--- src/samstk_pkg.sv ---
// Shared types, sizes and codes for the shared-array multi-stack block.
package samstk_pkg;

  // Geometry of the shared slot memory.
  localparam int SLOTS      = 8;
  localparam int STACKS     = 4;
  localparam int DATA_WIDTH = 32;

  // Port widths fixed by the item format.
  localparam int CMD_W   = 1;
  localparam int ID_W    = 2;
  localparam int IO_W    = 32;
  localparam int SIZE_W  = 4;

  // Derived internal widths.
  localparam int CNT_W  = $clog2(SLOTS + 1);   // holds 0..SLOTS
  localparam int SUM_W  = CNT_W + 1;           // base plus count without overflow
  localparam int ADDR_W = $clog2(SLOTS);
  localparam int SID_W  = $clog2(STACKS);
  localparam int J_W    = $clog2(STACKS + 1);  // stack walker may step one past the last

  // Operation codes on the cmd field.
  localparam logic [CMD_W-1:0] CMD_PUSH = 1'b0;
  localparam logic [CMD_W-1:0] CMD_POP  = 1'b1;

  typedef enum logic [3:0] {
    ST_IDLE,
    ST_CHECK,
    ST_UP_SEL,
    ST_UP_RD,
    ST_UP_WR,
    ST_DN_SEL,
    ST_DN_RD,
    ST_DN_WR,
    ST_PUSH_WR,
    ST_POP_RD,
    ST_RESP
  } samstk_state_e;

  // Which slot address the datapath drives onto the memory.
  typedef enum logic [1:0] {
    ADDR_LO,    // base[j] + k - 1
    ADDR_HI,    // base[j] + k
    ADDR_PUSH,  // base[s] + count[s]
    ADDR_POP    // base[s] + count[s] - 1
  } samstk_addr_sel_e;

  typedef struct packed {
    logic             load;
    logic             j_up_init;
    logic             j_dn_init;
    logic             j_inc;
    logic             j_dec;
    logic             k_load;
    logic             k_clear;
    logic             k_inc;
    logic             k_dec;
    logic             base_inc;
    logic             base_dec;
    logic             mem_re;
    logic             mem_we;
    samstk_addr_sel_e addr_sel;
    logic             wr_from_in;
    logic             cnt_inc;
    logic             cnt_dec;
    logic             ok_set;
  } samstk_ctl_t;

  typedef struct packed {
    logic is_pop;
    logic sid_ok;
    logic s_full;
    logic s_empty;
    logic j_above_s;
    logic j_full;
    logic j_gap;
    logic k_zero;
    logic k_at_cnt;
  } samstk_status_t;

endpackage

--- src/samstk_ram.sv ---
// Generic single-write, single-read RAM with registered read data.
module samstk_ram #(
  parameter  int WIDTH = 32,
  parameter  int DEPTH = 8,
  localparam int AW    = $clog2(DEPTH)
) (
  input  logic             clk_i,
  input  logic             we_i,
  input  logic [AW-1:0]    waddr_i,
  input  logic [WIDTH-1:0] wdata_i,
  input  logic             re_i,
  input  logic [AW-1:0]    raddr_i,
  output logic [WIDTH-1:0] rdata_o
);

  logic [WIDTH-1:0] mem_q [DEPTH];
  logic [WIDTH-1:0] rdata_q;

  always_ff @(posedge clk_i) begin
    if (we_i) begin
      mem_q[waddr_i] <= wdata_i;
    end
    if (re_i) begin
      rdata_q <= mem_q[raddr_i];
    end
  end

  assign rdata_o = rdata_q;

endmodule

--- src/samstk_ctrl.sv ---
// Controller state machine that sequences pushes, pops and stack shifts.
module samstk_ctrl (
  input  logic                       clk_i,
  input  logic                       rst_ni,
  input  logic                       start_i,
  input  samstk_pkg::samstk_status_t status_i,
  output samstk_pkg::samstk_ctl_t    ctl_o,
  output logic                       busy_o,
  output logic                       valid_o
);

  import samstk_pkg::*;

  samstk_state_e state_q, state_d;

  always_ff @(posedge clk_i or negedge rst_ni) begin
    if (!rst_ni) begin
      state_q <= ST_IDLE;
    end else begin
      state_q <= state_d;
    end
  end

  // Next state.
  always_comb begin
    state_d = state_q;
    case (state_q)
      ST_IDLE: begin
        if (start_i) state_d = ST_CHECK;
      end
      ST_CHECK: begin
        if (!status_i.sid_ok) begin
          state_d = ST_RESP;
        end else if (status_i.is_pop) begin
          state_d = status_i.s_empty ? ST_RESP : ST_POP_RD;
        end else begin
          state_d = status_i.s_full ? ST_UP_SEL : ST_PUSH_WR;
        end
      end
      ST_UP_SEL: begin
        if (!status_i.j_above_s) begin
          state_d = status_i.s_full ? ST_DN_SEL : ST_PUSH_WR;
        end else if (!status_i.j_full) begin
          state_d = ST_UP_RD;
        end
      end
      ST_UP_RD: begin
        state_d = status_i.k_zero ? ST_UP_SEL : ST_UP_WR;
      end
      ST_UP_WR: begin
        state_d = ST_UP_RD;
      end
      ST_DN_SEL: begin
        if (status_i.j_above_s) begin
          state_d = status_i.s_full ? ST_RESP : ST_PUSH_WR;
        end else if (status_i.j_gap) begin
          state_d = ST_DN_RD;
        end
      end
      ST_DN_RD: begin
        state_d = status_i.k_at_cnt ? ST_DN_SEL : ST_DN_WR;
      end
      ST_DN_WR: begin
        state_d = ST_DN_RD;
      end
      ST_PUSH_WR: begin
        state_d = ST_RESP;
      end
      ST_POP_RD: begin
        state_d = ST_RESP;
      end
      ST_RESP: begin
        state_d = ST_IDLE;
      end
      default: begin
        state_d = ST_IDLE;
      end
    endcase
  end

  // Datapath commands.
  always_comb begin
    ctl_o          = '0;
    ctl_o.addr_sel = ADDR_LO;
    case (state_q)
      ST_IDLE: begin
        ctl_o.load = start_i;
      end
      ST_CHECK: begin
        if (status_i.sid_ok && !status_i.is_pop && status_i.s_full) begin
          ctl_o.j_up_init = 1'b1;
        end
      end
      ST_UP_SEL: begin
        if (!status_i.j_above_s) begin
          ctl_o.j_dn_init = status_i.s_full;
        end else if (status_i.j_full) begin
          ctl_o.j_dec = 1'b1;
        end else begin
          ctl_o.k_load = 1'b1;
        end
      end
      ST_UP_RD: begin
        if (status_i.k_zero) begin
          ctl_o.base_inc = 1'b1;
          ctl_o.j_dec    = 1'b1;
        end else begin
          ctl_o.mem_re   = 1'b1;
          ctl_o.addr_sel = ADDR_LO;
        end
      end
      ST_UP_WR: begin
        ctl_o.mem_we   = 1'b1;
        ctl_o.addr_sel = ADDR_HI;
        ctl_o.k_dec    = 1'b1;
      end
      ST_DN_SEL: begin
        if (!status_i.j_above_s) begin
          if (status_i.j_gap) begin
            ctl_o.k_clear = 1'b1;
          end else begin
            ctl_o.j_inc = 1'b1;
          end
        end
      end
      ST_DN_RD: begin
        if (status_i.k_at_cnt) begin
          ctl_o.base_dec = 1'b1;
          ctl_o.j_inc    = 1'b1;
        end else begin
          ctl_o.mem_re   = 1'b1;
          ctl_o.addr_sel = ADDR_HI;
        end
      end
      ST_DN_WR: begin
        ctl_o.mem_we   = 1'b1;
        ctl_o.addr_sel = ADDR_LO;
        ctl_o.k_inc    = 1'b1;
      end
      ST_PUSH_WR: begin
        ctl_o.mem_we     = 1'b1;
        ctl_o.addr_sel   = ADDR_PUSH;
        ctl_o.wr_from_in = 1'b1;
        ctl_o.cnt_inc    = 1'b1;
        ctl_o.ok_set     = 1'b1;
      end
      ST_POP_RD: begin
        ctl_o.mem_re   = 1'b1;
        ctl_o.addr_sel = ADDR_POP;
        ctl_o.cnt_dec  = 1'b1;
        ctl_o.ok_set   = 1'b1;
      end
      default: begin
        ctl_o.load = 1'b0;
      end
    endcase
  end

  assign busy_o  = (state_q != ST_IDLE);
  assign valid_o = (state_q == ST_RESP);

  // The result strobe lasts a single cycle.
  a_valid_single: assert property (@(posedge clk_i) disable iff (!rst_ni)
    valid_o |=> !valid_o)
    else $error("result strobe held longer than one cycle");

  // An accepted item makes the block busy on the next cycle.
  a_accept_busy: assert property (@(posedge clk_i) disable iff (!rst_ni)
    (start_i && !busy_o) |=> busy_o)
    else $error("accepted item did not raise busy");

  // After a result the block is free again.
  a_resp_free: assert property (@(posedge clk_i) disable iff (!rst_ni)
    valid_o |=> !busy_o)
    else $error("block still busy after its result");

endmodule

--- src/samstk_dp.sv ---
// Datapath: stack bases and counts, item registers, slot memory and address logic.
module samstk_dp (
  input  logic                                       clk_i,
  input  logic                                       rst_ni,
  input  samstk_pkg::samstk_ctl_t                    ctl_i,
  input  logic [samstk_pkg::CMD_W-1:0]               cmd_i,
  input  logic [samstk_pkg::ID_W-1:0]                stack_id_i,
  input  logic signed [samstk_pkg::IO_W-1:0]         data_in_i,
  output samstk_pkg::samstk_status_t                 status_o,
  output logic                                       ok_o,
  output logic signed [samstk_pkg::IO_W-1:0]         data_out_o,
  output logic [samstk_pkg::SIZE_W-1:0]              stack_size_o,
  output logic [samstk_pkg::SIZE_W-1:0]              total_size_o
);

  import samstk_pkg::*;

  logic [CNT_W-1:0]      base_q  [STACKS];
  logic [CNT_W-1:0]      base_d  [STACKS];
  logic [CNT_W-1:0]      count_q [STACKS];
  logic [CNT_W-1:0]      count_d [STACKS];
  logic [CNT_W-1:0]      total_q, total_d;
  logic                  ok_q;

  logic [SID_W-1:0]      s_q;
  logic                  sid_ok_q;
  logic                  is_pop_q;
  logic [DATA_WIDTH-1:0] data_q;
  logic [J_W-1:0]        j_q;
  logic [CNT_W-1:0]      k_q;

  logic [SID_W-1:0]      jidx, jm1, s_nxt, j_nxt;
  logic [CNT_W-1:0]      ub_s, ub_j;
  logic [SUM_W-1:0]      top_s, top_j, below_top;

  logic                  mem_we, mem_re;
  logic [ADDR_W-1:0]     mem_addr;
  logic [DATA_WIDTH-1:0] mem_wdata, mem_rdata;

  // Item registers, captured when an item is accepted.
  always_ff @(posedge clk_i) begin
    if (ctl_i.load) begin
      s_q      <= SID_W'(stack_id_i);
      sid_ok_q <= (32'(stack_id_i) < STACKS);
      is_pop_q <= (cmd_i == CMD_POP);
      data_q   <= DATA_WIDTH'($unsigned(data_in_i));
    end
  end

  // Stack walker and move counter.
  always_ff @(posedge clk_i) begin
    if (ctl_i.j_up_init) begin
      j_q <= J_W'(STACKS - 1);
    end else if (ctl_i.j_dn_init) begin
      j_q <= J_W'(1);
    end else if (ctl_i.j_inc) begin
      j_q <= j_q + J_W'(1);
    end else if (ctl_i.j_dec) begin
      j_q <= j_q - J_W'(1);
    end

    if (ctl_i.k_load) begin
      k_q <= count_q[jidx];
    end else if (ctl_i.k_clear) begin
      k_q <= '0;
    end else if (ctl_i.k_inc) begin
      k_q <= k_q + CNT_W'(1);
    end else if (ctl_i.k_dec) begin
      k_q <= k_q - CNT_W'(1);
    end
  end

  assign jidx  = j_q[SID_W-1:0];
  assign jm1   = jidx - SID_W'(1);
  assign s_nxt = s_q + SID_W'(1);
  assign j_nxt = jidx + SID_W'(1);

  // Next base and count values.
  always_comb begin
    for (int i = 0; i < STACKS; i++) begin
      base_d[i]  = base_q[i];
      count_d[i] = count_q[i];
    end
    if (ctl_i.base_inc) base_d[jidx] = base_q[jidx] + CNT_W'(1);
    if (ctl_i.base_dec) base_d[jidx] = base_q[jidx] - CNT_W'(1);
    if (ctl_i.cnt_inc)  count_d[s_q] = count_q[s_q] + CNT_W'(1);
    if (ctl_i.cnt_dec)  count_d[s_q] = count_q[s_q] - CNT_W'(1);
  end

  always_comb begin
    total_d = total_q;
    if (ctl_i.cnt_inc) total_d = total_q + CNT_W'(1);
    if (ctl_i.cnt_dec) total_d = total_q - CNT_W'(1);
  end

  // Each stack starts at its equal share of the slot memory.
  for (genvar i = 0; i < STACKS; i++) begin : g_stack
    localparam int BaseRst = (i * SLOTS) / STACKS;
    always_ff @(posedge clk_i or negedge rst_ni) begin
      if (!rst_ni) begin
        base_q[i]  <= CNT_W'(BaseRst);
        count_q[i] <= '0;
      end else begin
        base_q[i]  <= base_d[i];
        count_q[i] <= count_d[i];
      end
    end
  end

  always_ff @(posedge clk_i or negedge rst_ni) begin
    if (!rst_ni) begin
      total_q <= '0;
      ok_q    <= 1'b0;
    end else begin
      total_q <= total_d;
      if (ctl_i.load) begin
        ok_q <= 1'b0;
      end else if (ctl_i.ok_set) begin
        ok_q <= 1'b1;
      end
    end
  end

  // Room limits: a stack ends where the next one begins, the last one at the memory end.
  assign ub_s = (s_q == SID_W'(STACKS - 1)) ? CNT_W'(SLOTS) : base_q[s_nxt];
  assign ub_j = (jidx == SID_W'(STACKS - 1)) ? CNT_W'(SLOTS) : base_q[j_nxt];

  assign top_s     = {1'b0, base_q[s_q]} + {1'b0, count_q[s_q]};
  assign top_j     = {1'b0, base_q[jidx]} + SUM_W'(k_q);
  assign below_top = {1'b0, base_q[jm1]} + {1'b0, count_q[jm1]};

  always_comb begin
    status_o.is_pop    = is_pop_q;
    status_o.sid_ok    = sid_ok_q;
    status_o.s_full    = (top_s >= {1'b0, ub_s});
    status_o.s_empty   = (count_q[s_q] == '0);
    status_o.j_above_s = (j_q > J_W'(s_q));
    status_o.j_full    = (({1'b0, base_q[jidx]} + {1'b0, count_q[jidx]}) >= {1'b0, ub_j});
    status_o.j_gap     = ({1'b0, base_q[jidx]} > below_top);
    status_o.k_zero    = (k_q == '0);
    status_o.k_at_cnt  = (k_q == count_q[jidx]);
  end

  // Slot memory access.
  always_comb begin
    case (ctl_i.addr_sel)
      ADDR_LO:   mem_addr = ADDR_W'(top_j - SUM_W'(1));
      ADDR_HI:   mem_addr = ADDR_W'(top_j);
      ADDR_PUSH: mem_addr = ADDR_W'(top_s);
      ADDR_POP:  mem_addr = ADDR_W'(top_s - SUM_W'(1));
      default:   mem_addr = '0;
    endcase
  end

  assign mem_we    = ctl_i.mem_we;
  assign mem_re    = ctl_i.mem_re;
  assign mem_wdata = ctl_i.wr_from_in ? data_q : mem_rdata;

  samstk_ram #(
    .WIDTH (DATA_WIDTH),
    .DEPTH (SLOTS)
  ) u_slots (
    .clk_i   (clk_i),
    .we_i    (mem_we),
    .waddr_i (mem_addr),
    .wdata_i (mem_wdata),
    .re_i    (mem_re),
    .raddr_i (mem_addr),
    .rdata_o (mem_rdata)
  );

  // Result fields; the popped value sits in the memory's read register.
  assign ok_o         = ok_q;
  assign data_out_o   = (ok_q && is_pop_q) ? IO_W'(mem_rdata) : '0;
  assign stack_size_o = sid_ok_q ? SIZE_W'(count_q[s_q]) : '0;
  assign total_size_o = SIZE_W'(total_q);

  // One address serves both ports, so a cycle reads or writes, never both.
  a_one_access: assert property (@(posedge clk_i) disable iff (!rst_ni)
    !(ctl_i.mem_we && ctl_i.mem_re))
    else $error("slot memory read and written in the same cycle");

  // No stack ever grows past the start of the next one or past the memory end.
  for (genvar i = 0; i < STACKS; i++) begin : g_bound
    if (i == STACKS - 1) begin : g_last
      a_room: assert property (@(posedge clk_i) disable iff (!rst_ni)
        ({1'b0, base_q[i]} + {1'b0, count_q[i]}) <= SUM_W'(SLOTS))
        else $error("last stack runs past the memory end");
    end else begin : g_mid
      a_room: assert property (@(posedge clk_i) disable iff (!rst_ni)
        ({1'b0, base_q[i]} + {1'b0, count_q[i]}) <= {1'b0, base_q[i+1]})
        else $error("stack overlaps the next stack");
    end
  end

endmodule

--- src/shared_array_multi_stack.sv ---
// Top level of the shared-array multi-stack block: controller plus datapath.
//
//   Channel   Handshake            Fields
//   -------   ------------------   -----------------------------------------
//   item in   start_i / busy_o     cmd_i, stack_id_i, data_in_i
//   result    valid_o (strobe)     ok_o, data_out_o, stack_size_o, total_size_o
//
// An item is accepted at a rising edge where start_i is high and busy_o is low.
// A pop or a push with room passes from one accept to the next through a check
// state, one memory state, the result state and the idle state. A pop from an
// empty stack skips the memory state. A push to a full stack additionally
// walks the neighboring stacks: each stack is examined in turn, and each stack
// that moves has its entries copied one by one (a memory read, then a memory
// write through the single slot RAM port) and then gets its base updated.
// If the walk finds no room, the push fails and goes straight to the result
// cycle without the memory write.
// Reset is asynchronous and active low; it returns every stack to its equal
// share of the memory, empty. Slot contents are not cleared, since only live
// entries are ever read. The result is shown for exactly one cycle while
// valid_o is high; the receiver cannot stall it, and busy_o stays high until
// the result cycle is over.
module shared_array_multi_stack (
  input  logic                                  clk_i,
  input  logic                                  rst_ni,
  input  logic                                  start_i,
  output logic                                  busy_o,
  input  logic [samstk_pkg::CMD_W-1:0]          cmd_i,
  input  logic [samstk_pkg::ID_W-1:0]           stack_id_i,
  input  logic signed [samstk_pkg::IO_W-1:0]    data_in_i,
  output logic                                  valid_o,
  output logic                                  ok_o,
  output logic signed [samstk_pkg::IO_W-1:0]    data_out_o,
  output logic [samstk_pkg::SIZE_W-1:0]         stack_size_o,
  output logic [samstk_pkg::SIZE_W-1:0]         total_size_o
);

  import samstk_pkg::*;

  // Commands flow from the controller to the datapath, status flows back.
  samstk_ctl_t    ctl;
  samstk_status_t status;

  samstk_ctrl u_ctrl (
    .clk_i    (clk_i),
    .rst_ni   (rst_ni),
    .start_i  (start_i),
    .status_i (status),
    .ctl_o    (ctl),
    .busy_o   (busy_o),
    .valid_o  (valid_o)
  );

  // The datapath holds the bases, counts and slot memory, and drives the result fields.
  samstk_dp u_dp (
    .clk_i        (clk_i),
    .rst_ni       (rst_ni),
    .ctl_i        (ctl),
    .cmd_i        (cmd_i),
    .stack_id_i   (stack_id_i),
    .data_in_i    (data_in_i),
    .status_o     (status),
    .ok_o         (ok_o),
    .data_out_o   (data_out_o),
    .stack_size_o (stack_size_o),
    .total_size_o (total_size_o)
  );

endmodule

--- config.mk ---
export PLATFORM = sky130hd
export DESIGN_NAME = shared_array_multi_stack
export DESIGN_NICKNAME = d
export VERILOG_FILES = /design/src/samstk_pkg.sv /design/src/samstk_ram.sv /design/src/samstk_ctrl.sv /design/src/samstk_dp.sv /design/src/shared_array_multi_stack.sv
export SDC_FILE = /design/constraint.sdc
export NUM_CORES = 1
export LEC_CHECK = 0
export ABC_AREA = 0
export BUFFER_PORTS_ARGS = -buffer_cell sky130_fd_sc_hd__buf_2
export CAP_MARGIN = 30
export CORE_ASPECT_RATIO = 0.5
export CORE_MARGIN = 10
export CORE_UTILIZATION = 44
export DETAILED_ROUTE_END_ITERATION = 10
export GPL_ROUTABILITY_DRIVEN = 0
export GPL_TIMING_DRIVEN = 0
export SYNTH_ARGS = -nofsm -noshare
export SYNTH_HDL_FRONTEND = slang
export SYNTH_HIERARCHICAL = 1
export SYNTH_SLANG_ARGS = --single-unit
--- constraint.sdc ---
create_clock -name clk_i -period 6.3 [get_ports clk_i]
set_clock_uncertainty 0.1 [all_clocks]
set_input_delay 1.26 -clock clk_i [delete_from_list [all_inputs] [get_ports clk_i]]
set_output_delay 1.26 -clock clk_i [all_outputs]
set_load 0.02 [all_outputs]
==> impl_metrics.json <==
{
  "num_antenna_cells": 0,
  "avgViaCountPerCell": 5.67,
  "final_core_util_pct": 51.2,
  "fmax_mhz": 167,
  "synth_top_flop_cell": "edfxtp_1",
  "setup_viol": 0,
  "cts_hold_buf": 0,
  "initial_utilization_pct": 44.4,
  "io_buffers": 80,
  "vias": 9642,
  "drtAntennaViolNets": 0,
  "fin_setup_tns_ns": 0,
  "layout-drive-gt1-share_pct": 28.7,
  "timing.final.crit_share_pct": 95.2,
  "rsz0062_at_grt": "false",
  "totalWireLength_mm": 39.3,
  "dpl_cell_area_sq_mm": 0.0186,
  "synth_top_area_share_pct": 57.0,
  "worstMarginPinSlew_ns": 0.851,
  "grt_util_all_layers_pct": 16.4,
  "met1Wirelength_mm": 17.6,
  "cp.required_ns": 6.49,
  "seq_area_sq_mm": 0.0109,
  "grt_pass1_wl_mm": 61.4,
  "synth_edf_count": 327,
  "startpoint_type": "flip-flop",
  "finalHoldViolCount": 0,
  "die_area_sq_mm": 0.0480,
  "synthTopCellsByCount": "327 x edfxtp_1, 64 x mux2_2, 56 x mux4_2, 47 x ha_1, 44 x a21oi_1",
  "dr.pass1.iters": 5,
  "postCtsSetupRepairBufs": 0,
  "synth_cell_types": 74,
  "synth_seq_area_share_pct": 63.3,
  "coreArea_sq_mm": 0.0388,
  "status": "finished, final reports clean",
  "cap_violations": 0,
  "avgSynthCellArea_sq_um": 17.1,
  "grt_overflow_total": 0,
  "pin_count": 81,
  "cts_tree": "built",
  "wire_per_inst_um": 23.1,
  "htreeDepth": 2,
  "post-route-drc-count": 0,
  "clock_sinks": 371,
  "route.met3.wl_mm": 1.35,
  "placed_cells": 1635,
  "worstHoldPathType": "flip-flop to flip-flop",
  "dr_wl_met2_mm": 19.7,
  "yosysWarnings": 6,
  "place.detailed.hpwl_mm": 26.5,
  "rows": 51,
  "synth_cells": 1009,
  "grt_pass1_vias": 10100,
  "numCtsBuffers": 36,
  "slew_headroom_pct": 42.8,
  "die_x_um": 300,
  "top_layer": "met4",
  "async_flop_share_pct": 11.1,
  "yosysTopAreaCell": "edfxtp_1",
  "multi_input_area_sq_mm": 0.00597,
  "crit_arrival_ns": 6.18,
  "synth_most_common_cell": "edfxtp_1",
  "syn_nets": 1101,
  "die_h_um": 160,
  "period_needed_ns": 6.00,
  "path_clk_slew_ns": 0.06,
  "finalInstanceArea_sq_mm": 0.0199,
  "dr.first_iter.drc_count": 740,
  "root_buffer": "clkbuf_16",
  "drv_slew": 0,
  "antenna_found_initial": 0,
  "cts_max_path_buffers": 3,
  "synth_seq_cells": 371,
  "final_cells": 1701,
  "synth_area_leaders": "edfxtp_1 57%, mux4_2 7.3%, mux4_1 6.1%, dfrtp_1 5.4%, mux2_2 4.2%",
  "grt_max_degree": 42,
  "fillers": 3219,
  "netlist_area_sq_mm": 0.0172,
  "clk_latency_ns": 0.53,
  "cp_max_fo": 10,
  "crit_type": "flip-flop to flip-flop",
  "endpoint_kind": "flip-flop",
  "final_nets": 1235,
  "area_growth_syn_to_layout_pct": 15.2
}
-- per-layer routing --
metal	GRT usage, %	vias to the layer above
met3	2.39	44
met1	21.8	5089
met5	0	-
li1	-	4314
met2	28.2	195
met4	3.55	0
-- through the flow --
step,hold WS [ns],setup WS [ns]
detailed placement,0.395,-0.128
global route,0.418,0.0286
global placement,0.357,-3.18
floorplan,0.376,0.0561
finish,0.397,0.303
CTS,0.408,0.0673
-- worst max-delay path, cell delays in order (launching register included) --
cell and delay (ns):
dfxtp_2 0.45, buf_4 0.26, mux4_2 0.62, xor2_1 0.19, nor4_2 0.57, a21boi_0 0.29
a21o_1 0.27, ha_1 0.21, clkbuf_1 0.18, mux2i_1 0.23, ha_1 0.22, nand4b_1 0.14
o41ai_1 0.10, nor3_1 0.34, clkbuf_1 0.49, buf_2 0.44, mux4_1 0.35, mux2_2 0.28
-- registers in the layout, summed over array words and instances (netlist names) --
signal and count:
u_dp/s_q 2, u_dp/j_q 3, u_dp/base_q 16, u_ctrl/state_q 4, u_dp/u_slots/rdata_o 32, u_dp/is_pop_q 1, u_dp/ok_o 1, u_dp/count_q 16
u_dp/data_q 32, u_dp/total_size_o 4, u_dp/k_q 4, u_dp/u_slots/mem_q 256
-- final timing paths --
check                                startpoint                  endpoint  slack, ns  cells past startpoint
max                                 u_dp/j_q[0]  u_dp/u_slots/rdata_o[18]       0.30                     17
min                        u_dp/total_size_o[3]      u_dp/total_size_o[3]       0.40                      1
max reg2reg                         u_dp/j_q[0]  u_dp/u_slots/rdata_o[18]       0.30                     17
min reg2reg                u_dp/total_size_o[3]      u_dp/total_size_o[3]       0.40                      1
max in group asynchronous                rst_ni            u_dp/base_q[2]       5.15                      2
min in group asynchronous                rst_ni      u_dp/total_size_o[2]       0.44                      1
-- cell usage in the layout, fill, tap and decap left out, drive strengths merged, types with 7 or more instances in the layout --
cell type  instances
nand2b            16
xor2              11
xnor2             15
a21oi             45
and2               7
nor3              10
and3              34
nor2b             10
edfxtp           327
nor2              40
a21o              14
buf              135
o21ai             22
clkinv            14
mux2              64
inv               31
clkbuf            65
a221oi             9
nand2             28
dfrtp             37
fa                 7
mux4              96
ha                47
-- layout make-up --
cell class	instances	share of cell area (%)
clock inverters	19	1.05
repair buffers	97	3.47
multi-input cells	551	30.1
inverters	30	0.567
plain buffers	56	1.66
well taps	530	3.34
flip-flops and latches	371	55.0
clock buffers	47	4.90
-- cell families (layout without fill, tap and decap cells) --
| kind of cell | Yosys count | count (layout) | share of synthesized area [%] |
|---|---|---|---|
| AO/OA/AOI/OAI | 128 | 128 | 4.94 |
| XOR/XNOR | 26 | 26 | 1.32 |
| adder cells (fa/ha/maj) | 54 | 54 | 4.22 |
| buffers and inverters | 87 | 249 | 2.58 |
| flip-flops | 371 | 371 | 63.3 |
| multiplexers | 165 | 165 | 17.9 |
| other | 1 | 1 | 0.0218 |
| AND/OR/NAND/NOR | 177 | 177 | 5.73 |
-- timing repair --
action / CTS / global route
endpoints found under the hold margin: 0 / 0
gates resized for setup: 1 / 3
endpoints found under the setup margin: 33 / 34
Power is not shown: default switching activity piles up to over one toggle a cycle in this logic, so the estimate is an artifact.
